<file path="src/sv/b64d_pkg.sv">
// Package for the base64 stream decoder.
// Holds the character constants, the alphabet lookup and the byte bundle type.
// Used by b64d_unit, b64d_ser and base64_stream_decoder; depends on nothing.
package b64d_pkg;

  // The padding character.
  localparam logic [7:0] PAD_CHAR = 8'h3D;

  // Sextet values shared by several alphabet characters.
  localparam logic [5:0] SEXTET_62 = 6'd62;
  localparam logic [5:0] SEXTET_63 = 6'd63;

  // Most bytes that one character can produce.
  localparam int unsigned MAX_BYTES = 3;

  // Bytes produced by one character, first byte in slot 0.
  typedef struct packed {
    logic [MAX_BYTES-1:0][7:0] bytes;
    logic [1:0]                count;
    logic                      msg_end;
  } bundle_t;

  // Map one character to its 6-bit value; unknown characters, pad included, give 0.
  function automatic logic [5:0] sextet_of(input logic [7:0] c);
    logic [5:0] v;
    v = '0;
    unique case (c) inside
      [8'h41:8'h5A]:             v = 6'(c - 8'h41);
      [8'h61:8'h7A]:             v = 6'(c - 8'd71);
      [8'h30:8'h39]:             v = 6'(c + 8'd4);
      8'h2B, 8'h2D, 8'h2E:       v = SEXTET_62;
      8'h2F, 8'h2C, 8'h5F:       v = SEXTET_63;
      default:                   v = '0;
    endcase
    return v;
  endfunction

endpackage

</file>
<file path="src/sv/b64d_unit.sv">
// Input register, group state and decode logic of the base64 stream decoder.
// Turns each character into a bundle of zero to three bytes.
// Depends on b64d_pkg.
module b64d_unit (
  input  logic                clk,
  input  logic                rst_n,
  input  logic                in_valid,
  output logic                in_stall,
  input  logic [7:0]          in_char_code,
  input  logic                in_message_last,
  input  logic                ser_ready,
  output logic                bundle_valid,
  output b64d_pkg::bundle_t   bundle
);

  logic        in_vld_r;
  logic [7:0]  char_r;
  logic        last_r;
  logic [17:0] acc_r, acc_nxt;
  logic [1:0]  pos_r, pos_nxt;
  logic        tpad_r, tpad_nxt;
  logic [5:0]  v;
  logic [23:0] w;
  logic        is_pad;
  logic        adv;

  // Decode the held character against the group state.
  always_comb begin
    v        = b64d_pkg::sextet_of(char_r);
    is_pad   = (char_r == b64d_pkg::PAD_CHAR);
    w        = {acc_r, v};
    acc_nxt  = acc_r;
    pos_nxt  = pos_r;
    tpad_nxt = tpad_r;
    bundle   = '0;
    if (!last_r) begin
      if (pos_r != 2'd3) begin
        acc_nxt = {acc_r[11:0], v};
        pos_nxt = pos_r + 2'd1;
        if (pos_r == 2'd2) begin
          tpad_nxt = is_pad;
        end
      end else begin
        bundle.bytes[0] = w[23:16];
        bundle.bytes[1] = w[15:8];
        bundle.bytes[2] = w[7:0];
        bundle.count    = 2'd3;
        acc_nxt         = '0;
        pos_nxt         = '0;
        tpad_nxt        = 1'b0;
      end
    end else begin
      bundle.msg_end = 1'b1;
      acc_nxt        = '0;
      pos_nxt        = '0;
      tpad_nxt       = 1'b0;
      case (pos_r)
        2'd0: begin
          bundle.bytes[0] = {v, 2'b00};
          bundle.count    = 2'd1;
        end
        2'd1: begin
          bundle.bytes[0] = {acc_r[5:0], v[5:4]};
          bundle.count    = 2'd1;
        end
        2'd2: begin
          bundle.bytes[0] = acc_r[11:4];
          bundle.bytes[1] = {acc_r[3:0], v[5:2]};
          bundle.count    = is_pad ? 2'd1 : 2'd2;
        end
        default: begin
          if (is_pad) begin
            bundle.bytes[0] = acc_r[17:10];
            bundle.bytes[1] = acc_r[9:2];
            bundle.count    = tpad_r ? 2'd1 : 2'd2;
          end else begin
            bundle.bytes[0] = w[23:16];
            bundle.bytes[1] = w[15:8];
            bundle.bytes[2] = w[7:0];
            bundle.count    = 2'd3;
          end
        end
      endcase
    end
  end

  // The held character moves on when it yields nothing or the serializer has room.
  assign adv          = in_vld_r && ((bundle.count == 2'd0) || ser_ready);
  assign bundle_valid = in_vld_r && (bundle.count != 2'd0);
  assign in_stall     = in_vld_r && !adv;

  // Input register control and group state.
  always_ff @(posedge clk) begin
    if (!rst_n) begin
      in_vld_r <= 1'b0;
      acc_r    <= '0;
      pos_r    <= '0;
      tpad_r   <= 1'b0;
    end else begin
      if (!in_stall) begin
        in_vld_r <= in_valid;
      end
      if (adv) begin
        acc_r  <= acc_nxt;
        pos_r  <= pos_nxt;
        tpad_r <= tpad_nxt;
      end
    end
  end

  // Input payload is captured on each transfer.
  always_ff @(posedge clk) begin
    if (in_valid && !in_stall) begin
      char_r <= in_char_code;
      last_r <= in_message_last;
    end
  end

endmodule

</file>
<file path="src/sv/b64d_ser.sv">
// Output serializer of the base64 stream decoder.
// Holds one bundle and presents its bytes one per transfer.
// Depends on b64d_pkg.
module b64d_ser (
  input  logic                clk,
  input  logic                rst_n,
  input  logic                bundle_valid,
  input  b64d_pkg::bundle_t   bundle,
  output logic                ser_ready,
  output logic                out_valid,
  input  logic                out_stall,
  output logic [7:0]          out_data_byte,
  output logic                out_run_last,
  output logic                out_message_end
);

  logic                                vld_r;
  logic [b64d_pkg::MAX_BYTES-1:0][7:0] bytes_r;
  logic [1:0]                          rem_r;
  logic                                end_r;
  logic                                load;

  // Room for a new bundle once the last byte of the current one goes out.
  assign ser_ready = !vld_r || ((rem_r == 2'd1) && !out_stall);
  assign load      = bundle_valid && ser_ready;

  // Valid and remaining-byte count.
  always_ff @(posedge clk) begin
    if (!rst_n) begin
      vld_r <= 1'b0;
      rem_r <= '0;
    end else if (load) begin
      vld_r <= 1'b1;
      rem_r <= bundle.count;
    end else if (vld_r && !out_stall) begin
      if (rem_r == 2'd1) begin
        vld_r <= 1'b0;
      end
      rem_r <= rem_r - 2'd1;
    end
  end

  // Byte shift line; slot 0 is always the byte on offer.
  always_ff @(posedge clk) begin
    if (load) begin
      bytes_r <= bundle.bytes;
      end_r   <= bundle.msg_end;
    end else if (vld_r && !out_stall) begin
      bytes_r[0] <= bytes_r[1];
      bytes_r[1] <= bytes_r[2];
    end
  end

  assign out_valid       = vld_r;
  assign out_data_byte   = bytes_r[0];
  assign out_run_last    = (rem_r == 2'd1);
  assign out_message_end = end_r && (rem_r == 2'd1);

endmodule

</file>
<file path="src/sv/base64_stream_decoder.sv">
// Top level of the base64 stream decoder.
// Instantiates b64d_unit and b64d_ser; depends on b64d_pkg.
//
// Usage:
//   Input channel: one character per transfer (in_char_code) with
//   in_message_last marking the final character of a message. Output
//   channel: one decoded byte per transfer, with out_run_last on the last
//   byte caused by one character and out_message_end on the final byte of
//   the message. Both channels transfer when valid is high and stall low.
//   A character is held and decoded in the input register; the serializer
//   register then offers its bytes, one per cycle while the receiver does
//   not stall. Throughput: one character per cycle; the input stalls only
//   while a character that yields bytes waits for the last byte of the
//   previous bundle to transfer. A full group of four characters yields
//   three bytes, so an unbroken stream of full groups runs at one
//   character per cycle while the receiver does not stall.
//   Reset (rst_n low, synchronous) empties both registers and clears the
//   group state. When the receiver stalls, the offered byte holds, and the
//   input stalls once the input register holds a character that yields bytes.
module base64_stream_decoder (
  input  logic       clk,
  input  logic       rst_n,
  input  logic       in_valid,
  output logic       in_stall,
  input  logic [7:0] in_char_code,
  input  logic       in_message_last,
  output logic       out_valid,
  input  logic       out_stall,
  output logic [7:0] out_data_byte,
  output logic       out_run_last,
  output logic       out_message_end
);

  logic              bundle_valid;
  logic              ser_ready;
  b64d_pkg::bundle_t bundle;

  // Character decode and group state.
  b64d_unit u_unit (
    .clk             (clk),
    .rst_n           (rst_n),
    .in_valid        (in_valid),
    .in_stall        (in_stall),
    .in_char_code    (in_char_code),
    .in_message_last (in_message_last),
    .ser_ready       (ser_ready),
    .bundle_valid    (bundle_valid),
    .bundle          (bundle)
  );

  // Byte serializer and output register.
  b64d_ser u_ser (
    .clk             (clk),
    .rst_n           (rst_n),
    .bundle_valid    (bundle_valid),
    .bundle          (bundle),
    .ser_ready       (ser_ready),
    .out_valid       (out_valid),
    .out_stall       (out_stall),
    .out_data_byte   (out_data_byte),
    .out_run_last    (out_run_last),
    .out_message_end (out_message_end)
  );

endmodule

</file>
<file path="config.mk">
export PLATFORM = sky130hd
export DESIGN_NAME = base64_stream_decoder
export DESIGN_NICKNAME = d
export VERILOG_FILES = /design/src/sv/b64d_pkg.sv /design/src/sv/b64d_unit.sv /design/src/sv/b64d_ser.sv /design/src/sv/base64_stream_decoder.sv
export SDC_FILE = /design/constraint.sdc
export NUM_CORES = 1
export LEC_CHECK = 0
export ABC_AREA = 1
export BUFFER_PORTS_ARGS = -buffer_cell sky130_fd_sc_hd__buf_2
export CAP_MARGIN = 15
export CELL_PAD_IN_SITES_DETAIL_PLACEMENT = 1
export CELL_PAD_IN_SITES_GLOBAL_PLACEMENT = 1
export CORE_MARGIN = 8
export CORE_UTILIZATION = 45
export DETAILED_ROUTE_END_ITERATION = 8
export PLACE_DENSITY = 0.82
export SYNTH_ARGS = -nofsm -noshare
export SYNTH_HDL_FRONTEND = slang
export SYNTH_SLANG_ARGS = --single-unit
</file>
<file path="constraint.sdc">
create_clock -name clk -period 3.3 [get_ports clk]
set_input_delay 0.66 -clock clk [delete_from_list [all_inputs] [get_ports clk]]
set_output_delay 0.66 -clock clk [all_outputs]
set_load 0.01 [all_outputs]
</file>
; ---- Word level (Yosys, flattened, before mapping)
; Cells that the tools add are included.
[classes]
n_addsub = 5
multipliers = 0
div = 0
n_lt_le_gt_ge = 6
eq_ne = 12
n_shift = 0
n_mux = 25
n_bitwise = 0
reduce_logical = 28
[op_table]
columns = operator, count
row1 = two-way mux 26 bit, 2
row2 = == test 8 x 6 -> 1 bit (second input constant), 6
row3 = two-way mux 18 bit, 2
row4 = two-way mux 16 bit, 2
row5 = case mux 10 bit (3 select lines), 1
row6 = case mux 6 bit (5 select lines), 1
row7 = >= comparator 8 x 7 -> 1 bit (second input constant), 2
row8 = <= comparator 8 x 7 -> 1 bit (second input constant), 2
row9 = two-way mux 8 bit, 2
row10 = case mux 8 bit (2 select lines), 1
row11 = two-way mux 2 bit, 7
row12 = logical AND 1 bit, 11
row13 = OR reduction 3 bit, 3
row14 = == test 8 x 7 -> 1 bit (second input constant), 1
row15 = >= comparator 8 x 6 -> 1 bit (second input constant), 1
row16 = <= comparator 8 x 6 -> 1 bit (second input constant), 1
row17 = two-way mux 1 bit, 7
row18 = adder 6 x 3 -> 6 bit (second input constant), 1
row19 = nonzero test 2 bit, 3
row20 = subtractor 6 x 1 -> 6 bit (second input constant), 1
row21 = subtractor 6 x 3 -> 6 bit (second input constant), 1
row22 = == test 2 x 1 -> 1 bit (second input constant), 2
row23 = logical NOT 1 bit, 4
row24 = logical NOT 2 bit, 2
row25 = 8 further kinds, 10
[totals]
ff_bits = 59
latchBits = 0
mem_bits_rw = 0
rom_bits = 0
input_bits = 13
out_inout_bits = 12
elab_cells = 88
n_memories = 0

; ---- Logic depth before layout (Yosys ltp)
; Gate-level depths: netlist of run 1.
[depth]
word_depth = 13
ltp_mapped = 18
mapped_depth_nobuf = 18

; ---- Cells and area by module
; A second synthesis of run 1 with hierarchy kept.
[hier_totals]
cells_unflattened = 426
area_unflattened_um2 = 3385.7
[modules_own_cells]
columns = module, instances, cells_each, area_each_um2, seq_area_each_um2
row1 = b64d_unit, 1, 314, 2175.8, 710.7
row2 = b64d_ser, 1, 112, 1209.9, 810.8

; ---- Worst setup path after synthesis of run 1
; Ideal clock, no wire load.
[synth_path]
path_kind = register to register
from = register u_unit.char_r[2]
to = register u_ser.bytes_r, in the netlist u_ser.out_data_byte[0], data pin
setup_time_ns = 0.258
arrival_time_ns = 2.267
required_ns = 3.042
setup_slack_ns = 0.775
stages_incl_launch_ff = 17
n_path_buf = 0
synth_period_minus_slack_ns = 2.525
cell_sequence = edfxtp_1 -> inv_1 -> ha_1 -> nand3_1 -> nand2_1 -> nand2_1 -> nand3_2 -> inv_1 -> fa_1 -> o21ai_0 -> xor2_1 -> nand2_1 -> nand3_1 -> inv_1 -> nor2_1 -> o21ai_0 -> nand2_1
[synth_via]
elab_chain_cells = 8
word_cells_on_any_way = 30
cone_classes = add/sub: 3 / order compare: 6 / eq/ne: 7 / mux: 6 / reduce/logical: 8
[synth_rtl]
columns = item, line
row1 = start: declaration, b64d_unit.sv:17  ; logic [7:0] char_r;
row2 = start signal: assignment, b64d_unit.sv:114  ; char_r <= in_char_code;
row3 = "parallel branches: the longest is 2 deep, another holds >= comparator 8 x 6 -> 1 bit", --
row4 = case mux 10 bit (3 select lines) (*), b64d_unit.sv:57  ; case (pos_r)
row5 = two-way mux 26 bit (*), b64d_unit.sv:36  ; if (!last_r) begin
row6 = nonzero test 2 bit, b64d_unit.sv:89  ; assign bundle_valid = in_vld_r && (bundle.count != 2'd0);
row7 = logical AND 1 bit, b64d_unit.sv:89
row8 = logical AND 1 bit, b64d_ser.sv:25  ; assign load = bundle_valid && ser_ready;
row9 = two-way mux 16 bit (*), b64d_ser.sv:45  ; if (load) begin
row10 = end signal: assignment, b64d_ser.sv:46  ; bytes_r <= bundle.bytes;
row11 = end: declaration, b64d_ser.sv:18  ; logic [b64d_pkg::MAX_BYTES-1:0][7:0] bytes_r;
; Mark *: on every way between the ends.
; A chain may end at the register's enable or synchronous reset.

; ---- Worst setup path after layout of run 1
[layout_path]
from = register u_unit.char_r[1]
to = output port in_stall
[layout_via]
elab_chain_cells = 9
word_cells_on_any_way = 10
cone_classes = eq/ne: 1 / mux: 4 / reduce/logical: 5
[layout_rtl]
columns = item, line
row1 = == test 8 x 6 -> 1 bit (*), b64d_unit.sv:30  ; is_pad = (char_r == b64d_pkg::PAD_CHAR);
row2 = two-way mux 2 bit (on tied branches), "b64d_unit.sv:72, b64d_unit.sv:69"
row3 = case mux 10 bit (3 select lines) (*), b64d_unit.sv:57
row4 = two-way mux 26 bit (*), b64d_unit.sv:36
row5 = logical NOT 2 bit (*), b64d_unit.sv:88  ; assign adv = in_vld_r && ((bundle.count == 2'd0) || ser_ready);
row6 = logical OR 1 bit (*), b64d_unit.sv:88
row7 = logical AND 1 bit (*), b64d_unit.sv:88
row8 = logical NOT 1 bit (*), b64d_unit.sv:90  ; assign in_stall = in_vld_r && !adv;
row9 = logical AND 1 bit (*), b64d_unit.sv:90
row10 = end: declaration, base64_stream_decoder.sv:24  ; output logic in_stall,
; Every way passes the cells marked *; elsewhere a longest branch is shown, timed or not.

==> run_results.csv, run 1 <==
group,metric,value,unit
grt,grt_pass1_wl,15750,µm
timing,finalHoldViolations,0,
yosys,synth_top_area_frac,0.2926,
timing,fin_crit_sh,0.9077,
detailed_routing,drt-vias-per-instance,5.219,
detailed_routing,drt-wirelength-per-cell,15.90,µm
worst_setup_path,startpoint,"u_unit.char_r[1]",
timing,clock_skew,4.739,ps
clocking,insertion_delay,340,ps
pwr,pwr-share-clk,0.382,
pwr,leakagePower,0.001706,µW
placement,dpl.hpwl,6755,µm
finish,final_common_cell,"nand2_1",
finish,area_delta_synth_final,9.609,%
clocking,ctsResizeCount,0,
detailed_routing,antenna_left,0,
worst_setup_path,crit_path_end_kind,"primary output",
clocking,root_buffer,"clkbuf_8",
flow_run,maxCapViolations,0,
pwr,pwr-share-comb,0.132,
grt,grt_max_degree,31,
detailed_routing,vias,3053,
timing,slew_viol_final,0,
yosys,synth-simple-area-share,0.2854,
pwr,sw_frac_of_total,0.2682,
detailed_routing,drc_errors,0,
yosys,synth_top_family_by_area,"simple AND/OR/NAND/NOR gates",
grt,antenna_found_initial,0,
pwr,powerDensity,453.6,nW/µm²
worst_setup_path,worst-setup-path-type,"flip-flop to primary output",
worst_setup_path,critical_path.cell_chain,"inv_1 -> nand2_1 -> nor2_1 -> nand3_1 -> nand2_1 -> nand3_2 -> nand3_4 -> nand2_4 -> inv_1 -> nand2_1 -> inv_1 -> buf_2",
timing,setup_violations,0,
finish,final_cell_mix,"144 x nand2_1, 67 x inv_1, 34 x edfxtp_1, 31 x nor2_1, 29 x a21oi_1",
yosys,syn_inst,463,
timing,rsz0062_at_grt,"false",
yosys,synth_compound_area_frac,0.1025,
grt,grt_usage,0.1774,
clocking,numCtsBuffers,9,
worst_setup_path,start_kind,"flip-flop",
yosys,synth_cell_type_count,32,
worst_hold_path,hold_class,"flip-flop to flip-flop",
worst_setup_path,cp.arrival,2340,ps
grt,overflow,0,
floorplanning,std_cell_rows,32,
detailed_routing,drt_iter0_drc,169,
floorplanning,die_h,104.1,µm
yosys,syn_nets,488,
timing,finalCriticalPeriod,2995,ps
worst_setup_path,worstPathMaxFanout,22,
worst_setup_path,path_buf_inv,4,
yosys,synth_seq_area_share,0.4360,
worst_setup_path,r2r-start,"u_unit.char_r[2]",
floorplanning,io_pins,25,
floorplanning,die_w,104.1,µm
timing,timing.fmax,333.9,MHz
timing,slew_headroom,0.4341,
clocking,clockBufferDepth,2,
clocking,cts_tree,"done",
detailed_routing,dr.pass1.iters,4,
yosys,synth_xor_area_frac,0.01255,
clocking,numClockSinks,59,
clocking,path_clk_slew,60,ps
placement,gp_congestion,0.8278,
status,status,"finished clean",
detailed_routing,routed_wl,9303,µm
yosys,synth.area.top_cells,"edfxtp_1 29%, nand2_1 15%, dfxtp_1 14%",
clocking,ctsHtreeMaxLevel,3,
pwr,vdd_ir_drop_max,0.0002475,V
yosys,synth_adder_area_share,0.04518,
floorplanning,core_area,7607,µm²
finish,layout-drive-gt1-share,0.1159,
finish,num-nets-final,503,
worst_setup_path,required,2640,ps
yosys,syn_area,3490,µm²
clocking,post-cts-setup-buffer-count,0,
worst_setup_path,worst_path_max_delay_cell,"edfxtp_1",
finish,final_core_util,0.5028,
timing,worst_slew_pin_slew,846.7,ps
yosys,synth_area_leader_cell,"edfxtp_1",
pwr,internal-power,1270,µW
pwr,power,1735,µW
floorplanning,die-area,10830,µm²
worst_hold_path,worst_hold_startpoint,"u_unit.tpad_r",
finish,diodes,0,
grt,grt_pass1_vias,3192,
yosys,ys_seq_elements,59,
placement,port_buffers,24,
timing,setup-tns-final,0,ps
pwr,power.switching,465.3,µW
yosys,synth.area.mux_share,0,
clocking,hold_buffers,0,
floorplanning,start_util,0.4587,
yosys,ys.warnings.count,0,
pwr,power_frac_seq,0.486,
worst_setup_path,cpPeakStageDelay,540,ps
yosys,syn_area_per_cell,7.537,µm²
worst_setup_path,crit_family,"simple AND/OR/NAND/NOR gates",
## power groups by stage
stage | Sequential, µW | Clock, µW | Combinational (µW)
5_1_grt | 846 | 712 | 258
2_1_floorplan | 849 | 0 | 174
4_1_cts | 842 | 676 | 233
3_3_place_gp | 856 | 0 | 222
3_5_place_dp | 858 | 0 | 230
6_report | 842 | 663 | 230
## path summary, 6_finish.rpt
check                      endpoint  slack, ps  cells past startpoint
max                        in_stall        300                     12
min                   u_unit.tpad_r        470                      2
max reg2reg  u_ser.out_data_byte[0]        380                     16
min reg2reg           u_unit.tpad_r        470                      2
## synth_stat cells
master      n
edfxtp_1   34
a31oi_1     3
nand2_1   144
buf_2       2
ha_1       11
a21oi_1    29
nand3_1    18
buf_4      11
a21boi_1    7
xor2_1      4
a22oi_1     3
nand2_2     3
nand3b_1    1
inv_2       1
nand3_2     3
nor2_2      2
clkinv_2    1
inv_1      67
clkbuf_1    9
dfxtp_1    25
buf_6       2
nor3_1      4
buf_1       1
nand2_4     1
nand4_1    21
fa_1        1
a21boi_0    2
nor2_1     31
xnor2_1     1
o21ai_0    19
nand3_4     1
a21oi_2     1
## area by class of cell
type	count	area (µm²)
clock buffer	15	197.7
clock inverter	1	5.005
fill	983	3782
inverter	69	260.3
multi-input combinational	310	1555
sequential	59	1521
tap	102	127.6
timing repair buffer	29	157.7
## worst register-to-register path, delay by kind of cell, from the launching register on
kind	cells	cell delay, ps
compound gates	2	360
xor+xnor	1	90
buf+inv	3	360
simple gates	8	740
fa+ha+maj	2	650
flops	1	470
## state kept, by name, summed over array words and instances, names as in the netlist
name	flops
u_unit.tpad_r	1
u_unit.last_r	1
u_ser.out_valid	1
u_unit.acc_r	18
u_unit.in_vld_r	1
u_ser.bytes_r	16
u_ser.rem_r	2
u_ser.out_data_byte	8
u_ser.end_r	1
u_unit.char_r	8
u_unit.pos_r	2
## cell families (layout without fill, tap and decap cells)
| family | count (synthesis) | after routing |
|---|---|---|
| buffers and inverters | 94 | 114 |
| DFF | 59 | 59 |
| xor gates and xnor gates | 5 | 5 |
| adders and majority gates | 12 | 12 |
| AOI/OAI and AO/OA | 64 | 64 |
| and+or+nand+nor | 229 | 229 |
## per-layer routing
layer | up-vias | global-route usage | wire length, µm
li1 | 1511 | - | -
met1 | 1457 | 0.2187 | 4234
met2 | 72 | 0.2984 | 4531
met3 | 13 | 0.03222 | 395
met4 | 0 | 0.07135 | 141
met5 | - | 0 | 0
## metrics by stage
step	instances	instance area, µm²	hold WS (ps)	setup slack, ps
floorplan	463	3490	439.6	775.1
global placement	569	3622	455.0	526.0
detailed placement	569	3622	460.2	400.0
CTS	585	3825	469.5	295.3
global route	585	3825	481.3	140.0
finish	585	3825	465.7	304.7
(Power assumes the default switching activity.)
==> run 2: changes to the inputs <==
PLACE_DENSITY = 0.81   (was 0.82)
SYNTH_HIERARCHICAL = 1   (was default)
==> run 2 against run 1 <==
Effect of this change: sequential share of layout area is 1.3 points higher; cell count decreased by 6.7%; die area down 2.5%; flip-flop and latch count is the same; routed wire length fell by 4.6%; clock power about the same; worst hold slack better by 4.0 ps; setup slack improved by 21 ps; utilization increased by 0.83 points.
==> run_results.csv, run 2 <==
group,metric,value,unit
placement,postPlaceCellArea,3507,µm²
detailed_routing,drt-wirelength-per-cell,16.25,µm
timing,finalHoldViolations,0,
detailed_routing,vias,2938,
clocking,ctsHtreeMaxLevel,3,
clocking,numCtsBuffers,9,
yosys,synth_seq_area_share,0.4494,
timing,setup-tns-final,0,ps
yosys,async_reset_ff_frac,0,
worst_hold_path,hold_class,"flip-flop to flip-flop",
detailed_routing,routed_wl,8872,µm
grt,grt_usage,0.1841,
yosys,syn_nets,451,
grt,grt_pass1_vias,3110,
worst_setup_path,start_kind,"flip-flop",
finish,final_common_cell,"nand2_1",
finish,num-nets-final,467,
placement,gp_congestion,0.8794,
floorplanning,core_area,7253,µm²
timing,timing.fmax,336.3,MHz
grt,grt_max_degree,26,
detailed_routing,antenna_left,0,
worst_hold_path,min_path_cells,2,
worst_hold_path,hold_end,"u_unit/acc_r[17]",
worst_setup_path,worst-setup-path-type,"flip-flop to primary output",
clocking,clockBufferDepth,2,
detailed_routing,drc_errors,0,
floorplanning,std_cell_rows,31,
finish,top_register,"u_unit/acc_r",
pwr,power,1709,µW
timing,setup_violations,0,
detailed_routing,drt-vias-per-instance,5.381,
worst_setup_path,r2r_end,"u_ser/bytes_r[10]",
worst_setup_path,rr_worst_depth,16,
floorplanning,start_util,0.4668,
grt,overflow,0,
pwr,pwr-share-clk,0.388,
timing,worst_slew_pin_slew,770.2,ps
status,status,"finished clean",
pwr,powerDensity,461.0,nW/µm²
worst_setup_path,cp.arrival,2310,ps
finish,largest_reg_flops,18,
worst_setup_path,crit_path_end_kind,"primary output",
yosys,synth.area.top_cells,"edfxtp_1 30%, dfxtp_1 15%, nand2_1 14%",
timing,whs,469.7,ps
pwr,power_frac_seq,0.487,
flow_run,maxCapViolations,0,
timing,slew_viol_final,0,
finish,fin_area,3707,µm²
yosys,syn_area,3386,µm²
clocking,path_clk_slew,70,ps
clocking,root_buffer,"clkbuf_8",
floorplanning,io_pins,25,
yosys,synth_top_area_frac,0.3016,
pwr,power.switching,477.8,µW
floorplanning,die_w,102.7,µm
timing,rsz0062_at_grt,"false",
worst_setup_path,startpoint,"u_unit/char_r[2]",
pwr,vdd_ir_drop_max,0.0002422,V
clocking,insertion_delay,350,ps
placement,dpl.hpwl,6491,µm
clocking,post-cts-setup-buffer-count,0,
pwr,pwr-share-comb,0.126,
worst_hold_path,worst_hold_startpoint,"u_unit/acc_r[17]",
finish,layout-drive-gt1-share,0.1454,
finish,diodes,0,
worst_setup_path,required,2640,ps
yosys,syn_inst,426,
timing,slew_headroom,0.4860,
timing,fin_crit_sh,0.9012,
clocking,hold_buffers,0,
detailed_routing,drt_iter0_drc,191,
worst_setup_path,worstPathMaxFanout,8,
yosys,synth_edf_count,34,
worst_setup_path,r2r_slack,400,ps
pwr,sw_frac_of_total,0.2796,
yosys,synth_most_common_cell,"nand2_1",
placement,port_buffers,24,
clocking,ctsResizeCount,0,
clocking,numClockSinks,59,
yosys,syn_area_per_cell,7.948,µm²
yosys,ys.flop_type,"edfxtp_1",
finish,area_delta_synth_final,9.498,%
yosys,ys.warnings.count,6,
timing,finalCriticalPeriod,2974,ps
worst_setup_path,r2r-start,"u_unit/char_r[2]",
finish,top_regs,"u_unit/acc_r (18), u_ser/bytes_r (16)",
floorplanning,die_h,102.7,µm
floorplanning,die-area,10560,µm²
yosys,ys_seq_elements,59,
yosys,synth_cell_type_count,32,
clocking,cts_tree,"done",
grt,antenna_found_initial,0,
yosys,synth_area_leader_cell,"edfxtp_1",
yosys,yosys-top-cells-count,"126 x nand2_1, 49 x inv_1, 36 x a21oi_1, 34 x edfxtp_1, 25 x dfxtp_1",
pwr,internal-power,1231,µW
pwr,leakagePower,0.001527,µW
timing,clock_skew,13.11,ps
finish,final_cell_mix,"126 x nand2_1, 49 x inv_1, 36 x a21oi_1, 34 x edfxtp_1, 25 x dfxtp_1",
grt,grt_pass1_wl,14950,µm
detailed_routing,dr.pass1.iters,4,
[run 2: cell types whose count changed in the layout (fill, tap and decap cells not counted), sizes merged, moves of 2 or more]
cell,previous run,this run
inv,68,55
nand2,148,136
o22ai,0,11
a21boi,9,2
nand3,22,15
nor2,33,26
a21oi,30,36
clkbuf,15,9
a22oi,3,0
a31oi,3,0
clkinvlp,0,2
o211ai,0,2
[run 2: power groups by stage]
stage / clock [µW] / sequential (µW) / combinational, µW
2_1_floorplan: 0 / 841 / 165
3_3_place_gp: 0 / 846 / 206
3_5_place_dp: 0 / 848 / 213
4_1_cts: 679 / 832 / 216
5_1_grt: 704 / 835 / 242
6_report: 663 / 832 / 215
[run 2: through the flow]
step             util  instances  worst slack, ps
2_1_floorplan       -        426            732.8
3_3_place_gp   0.4835        530            595.1
3_5_place_dp   0.4835        530            427.3
4_1_cts        0.5111        546            297.6
5_1_grt        0.5111        546            60.69
6_report       0.5111        546            326.1
[run 2: area by class of cell]
cell class	count	area [µm²]
Clock buffer	9	123.9
Clock inverter	7	76.32
Fill cell	919	3546
Inverter	54	205.2
Multi-Input combinational cell	289	1486
Sequential cell	59	1521
Tap cell	99	123.9
Timing Repair Buffer	29	170.2
[run 2: worst max path at each step]
stage	depth (start not counted)	to	slack, ps
global route	16	u_ser/out_data_byte[6]	60
detailed placement	16	u_ser/bytes_r[10]	430
floorplan	10	u_ser/bytes_r[10]	730
global placement	16	u_ser/out_data_byte[6]	600
CTS	11	in_stall	300
finish	11	in_stall	330
[run 2: critical path, stage by stage (launching register included)]
cell and delay, ps:
edfxtp_1 480, ha_1 300, inv_1 120, nor2_2 70, nand3_2 70, nand2_2 150, nand2_2 130, nand2_4 70
a21boi_1 200, nand2_1 180, inv_1 80, buf_2 120
[run 2: logic make-up after synthesis]
kind of cell    synth area share
flops                     0.4494
buf+inv                   0.1116
fa+ha+maj                0.04656
simple gates              0.2661
compound gates            0.1135
xor+xnor                 0.01294
[run 2: per-layer routing]
metal,up-vias,routed length (µm),GRT usage,part of all wire
li1,1433,-,-,-
met1,1413,3843,0.2183,0.43
met2,77,4271,0.3102,0.48
met3,15,569,0.04254,0.064
met4,0,187,0.08343,0.021
met5,-,0,0,0
==> run 3: changes to the inputs <==
--- a/config.mk
+++ b/config.mk
@@ -9,10 +9,8 @@
 export BUFFER_PORTS_ARGS = -buffer_cell sky130_fd_sc_hd__buf_2
 export CAP_MARGIN = 15
-export CELL_PAD_IN_SITES_DETAIL_PLACEMENT = 1
-export CELL_PAD_IN_SITES_GLOBAL_PLACEMENT = 1
 export CORE_MARGIN = 8
-export CORE_UTILIZATION = 45
+export CORE_UTILIZATION = 56
 export DETAILED_ROUTE_END_ITERATION = 8
-export PLACE_DENSITY = 0.81
+export PLACE_DENSITY = 0.77
 export SYNTH_ARGS = -nofsm -noshare
 export SYNTH_HDL_FRONTEND = slang
==> constraint.sdc (replaced) <==
create_clock -name clk -period 3.3 [get_ports clk]
set_input_delay 0.33 -clock clk [delete_from_list [all_inputs] [get_ports clk]]
set_output_delay 0.33 -clock clk [all_outputs]
set_load 0.01 [all_outputs]
==> run 3 against run 2 <==
Effect of this change: critical path depth grew 5; setup slack gained 74 ps; routed wire length shrank 12%; combinational power shrank 4%; via count grew 1.5%; power grew 1.9%; largest power group unchanged; highest routed layer unchanged; clock power grew 6.0%; clock skew shrank 8.9 ps.
==> run_results.csv, run 3 (same netlist as run 2, synthesis figures left out) <==
group,metric,value,unit
worst_setup_path,r2r_end,"u_ser/out_data_byte[6]",
clocking,numCtsBuffers,9,
finish,top_regs,"u_unit/acc_r (18), u_ser/bytes_r (16)",
finish,layout-drive-gt1-share,0.1413,
timing,setup_violations,0,
worst_hold_path,hold_end,"u_unit/char_r[7]",
clocking,insertion_delay,330,ps
grt,grt_pass1_wl,12900,µm
worst_setup_path,r2r-start,"u_unit/char_r[2]",
timing,slew_headroom,0.5076,
placement,pre_cts_slack,468.0,ps
finish,final_cell_mix,"126 x nand2_1, 49 x inv_1, 36 x a21oi_1, 34 x edfxtp_1, 25 x dfxtp_1",
floorplanning,die-area,8790,µm²
timing,worst_slew_pin_slew,737.8,ps
finish,diodes,0,
worst_setup_path,r2r_slack,400,ps
detailed_routing,drt-vias-per-instance,5.726,
clocking,path_clk_slew,60,ps
finish,nFillCells,515,
clocking,root_buffer,"clkbuf_8",
worst_setup_path,cp.arrival,3100,ps
timing,fin_crit_sh,0.8787,
finish,largest_reg_flops,18,
timing,whs,173.7,ps
detailed_routing,antenna_left,0,
clocking,ctsResizeCount,0,
timing,worst_slack,400.2,ps
timing,finalHoldViolations,0,
grt,grt_usage,0.1832,
placement,gp_congestion,0.9291,
placement,dpl.hpwl,5584,µm
worst_setup_path,startpoint,"u_unit/char_r[2]",
finish,top_register,"u_unit/acc_r",
timing,clock_skew,4.200,ps
timing,slew_viol_final,0,
grt,grt_pass1_vias,2697,
pwr,vdd_ir_drop_max,0.0002914,V
clocking,hold_buffers,0,
worst_setup_path,rr_worst_depth,16,
worst_setup_path,crit_path_end_kind,"flip-flop",
timing,finalCriticalPeriod,2900,ps
finish,finalNonFillerCells,521,
grt,grt_max_degree,26,
finish,final_common_cell,"nand2_1",
clocking,numClockSinks,59,
detailed_routing,drt_iter0_drc,361,
grt,overflow,0,
placement,dp_cells,505,
clocking,post-cts-setup-buffer-count,0,
worst_setup_path,start_kind,"flip-flop",
worst_hold_path,hold_class,"input pin to flip-flop",
status,status,"finished clean",
floorplanning,die_h,93.76,µm
clocking,cts_tree,"done",
finish,area_delta_synth_final,8.795,%
detailed_routing,drt-wirelength-per-cell,15.05,µm
floorplanning,start_util,0.5753,
detailed_routing,drc_errors,0,
clocking,ctsHtreeMaxLevel,3,
worst_setup_path,worstPathMaxFanout,5,
pwr,powerDensity,472.7,nW/µm²
timing,setup-tns-final,0,ps
timing,timing.fmax,344.8,MHz
detailed_routing,dr.pass1.iters,5,
timing,rsz0062_at_grt,"false",
placement,port_buffers,24,
floorplanning,std_cell_rows,28,
floorplanning,die_w,93.76,µm
worst_setup_path,required,3500,ps
worst_hold_path,min_path_cells,1,
grt,antenna_found_initial,0,
detailed_routing,vias,2983,
detailed_routing,routed_wl,7842,µm
flow_run,maxCapViolations,0,
worst_hold_path,worst_hold_startpoint,"in_char_code[7]",
finish,num-nets-final,466,
floorplanning,core_area,5886,µm²
pwr,leakagePower,0.001540,µW
floorplanning,io_pins,25,
worst_setup_path,worst-setup-path-type,"flip-flop to flip-flop",
clocking,clockBufferDepth,2,
run 3: cell count changes in the layout (fill, tap and decap cells not counted), sizes merged:
| cell | before | now |
|---|---|---|
| clkinvlp | 2 | 0 |
| clkinv | 3 | 2 |
| inv | 55 | 54 |
| buf | 29 | 28 |
| clkbuf | 9 | 14 |
| bufinv | 1 | 0 |
run 3: worst max-delay path: stages, from the launching register on:
cell and delay [ps]:
edfxtp_1 470, inv_1 180, ha_1 220, nand2_1 60
nand2_1 90, nand3_1 80, nand2_1 160, inv_1 90
fa_1 410, o21ai_0 240, xor2_1 170, nand2_1 70
nand2_1 160, a21oi_1 90, o21ai_0 160, nand2_1 70
nand2_1 60
run 3: stage by stage:
step | util | total power, µW | instance area [µm²]
final | 0.6259 | 1741 | 3684
after global routing | 0.6259 | 1810 | 3684
after CTS | 0.6259 | 1753 | 3684
after detailed placement | 0.5874 | 1049 | 3457
after global placement | 0.5874 | 1044 | 3457
after floorplan | - | 1006 | 3386
run 3: layer usage:
metal  vias up  global-route usage  part of all wire
li1       1432                   -                 -
met1      1390              0.2368              0.44
met2       142              0.2882              0.46
met3        19             0.03597             0.077
met4         0             0.08322             0.020
met5         -                   0                 0
run 3: layout make-up:
type	instances	area [µm²]	share of cell area
Clock buffer	14	216.5	0.05876
Timing Repair Buffer	28	150.1	0.04076
Tap cell	75	93.84	0.02548
Sequential cell	59	1521	0.4130
Multi-Input combinational cell	289	1486	0.4035
Inverter	54	205.2	0.05571
Clock inverter	2	10.01	0.002717
run 3: report_power, final:
group	internal (µW)	switching [µW]	total [µW]
clock	428	275	703
sequential	812	18.7	831
combinational	64.6	143	207
run 3: worst max-delay path by stage:
stage                                        end  slack, ps  cells past startpoint
final                     u_ser/out_data_byte[6]        400                     16
after global routing                    in_stall        140                     11
after CTS                               in_stall        440                     11
after detailed placement  u_ser/out_data_byte[6]        470                     16
after global placement    u_ser/out_data_byte[6]        600                     16
after floorplan                u_ser/bytes_r[10]        730                     10
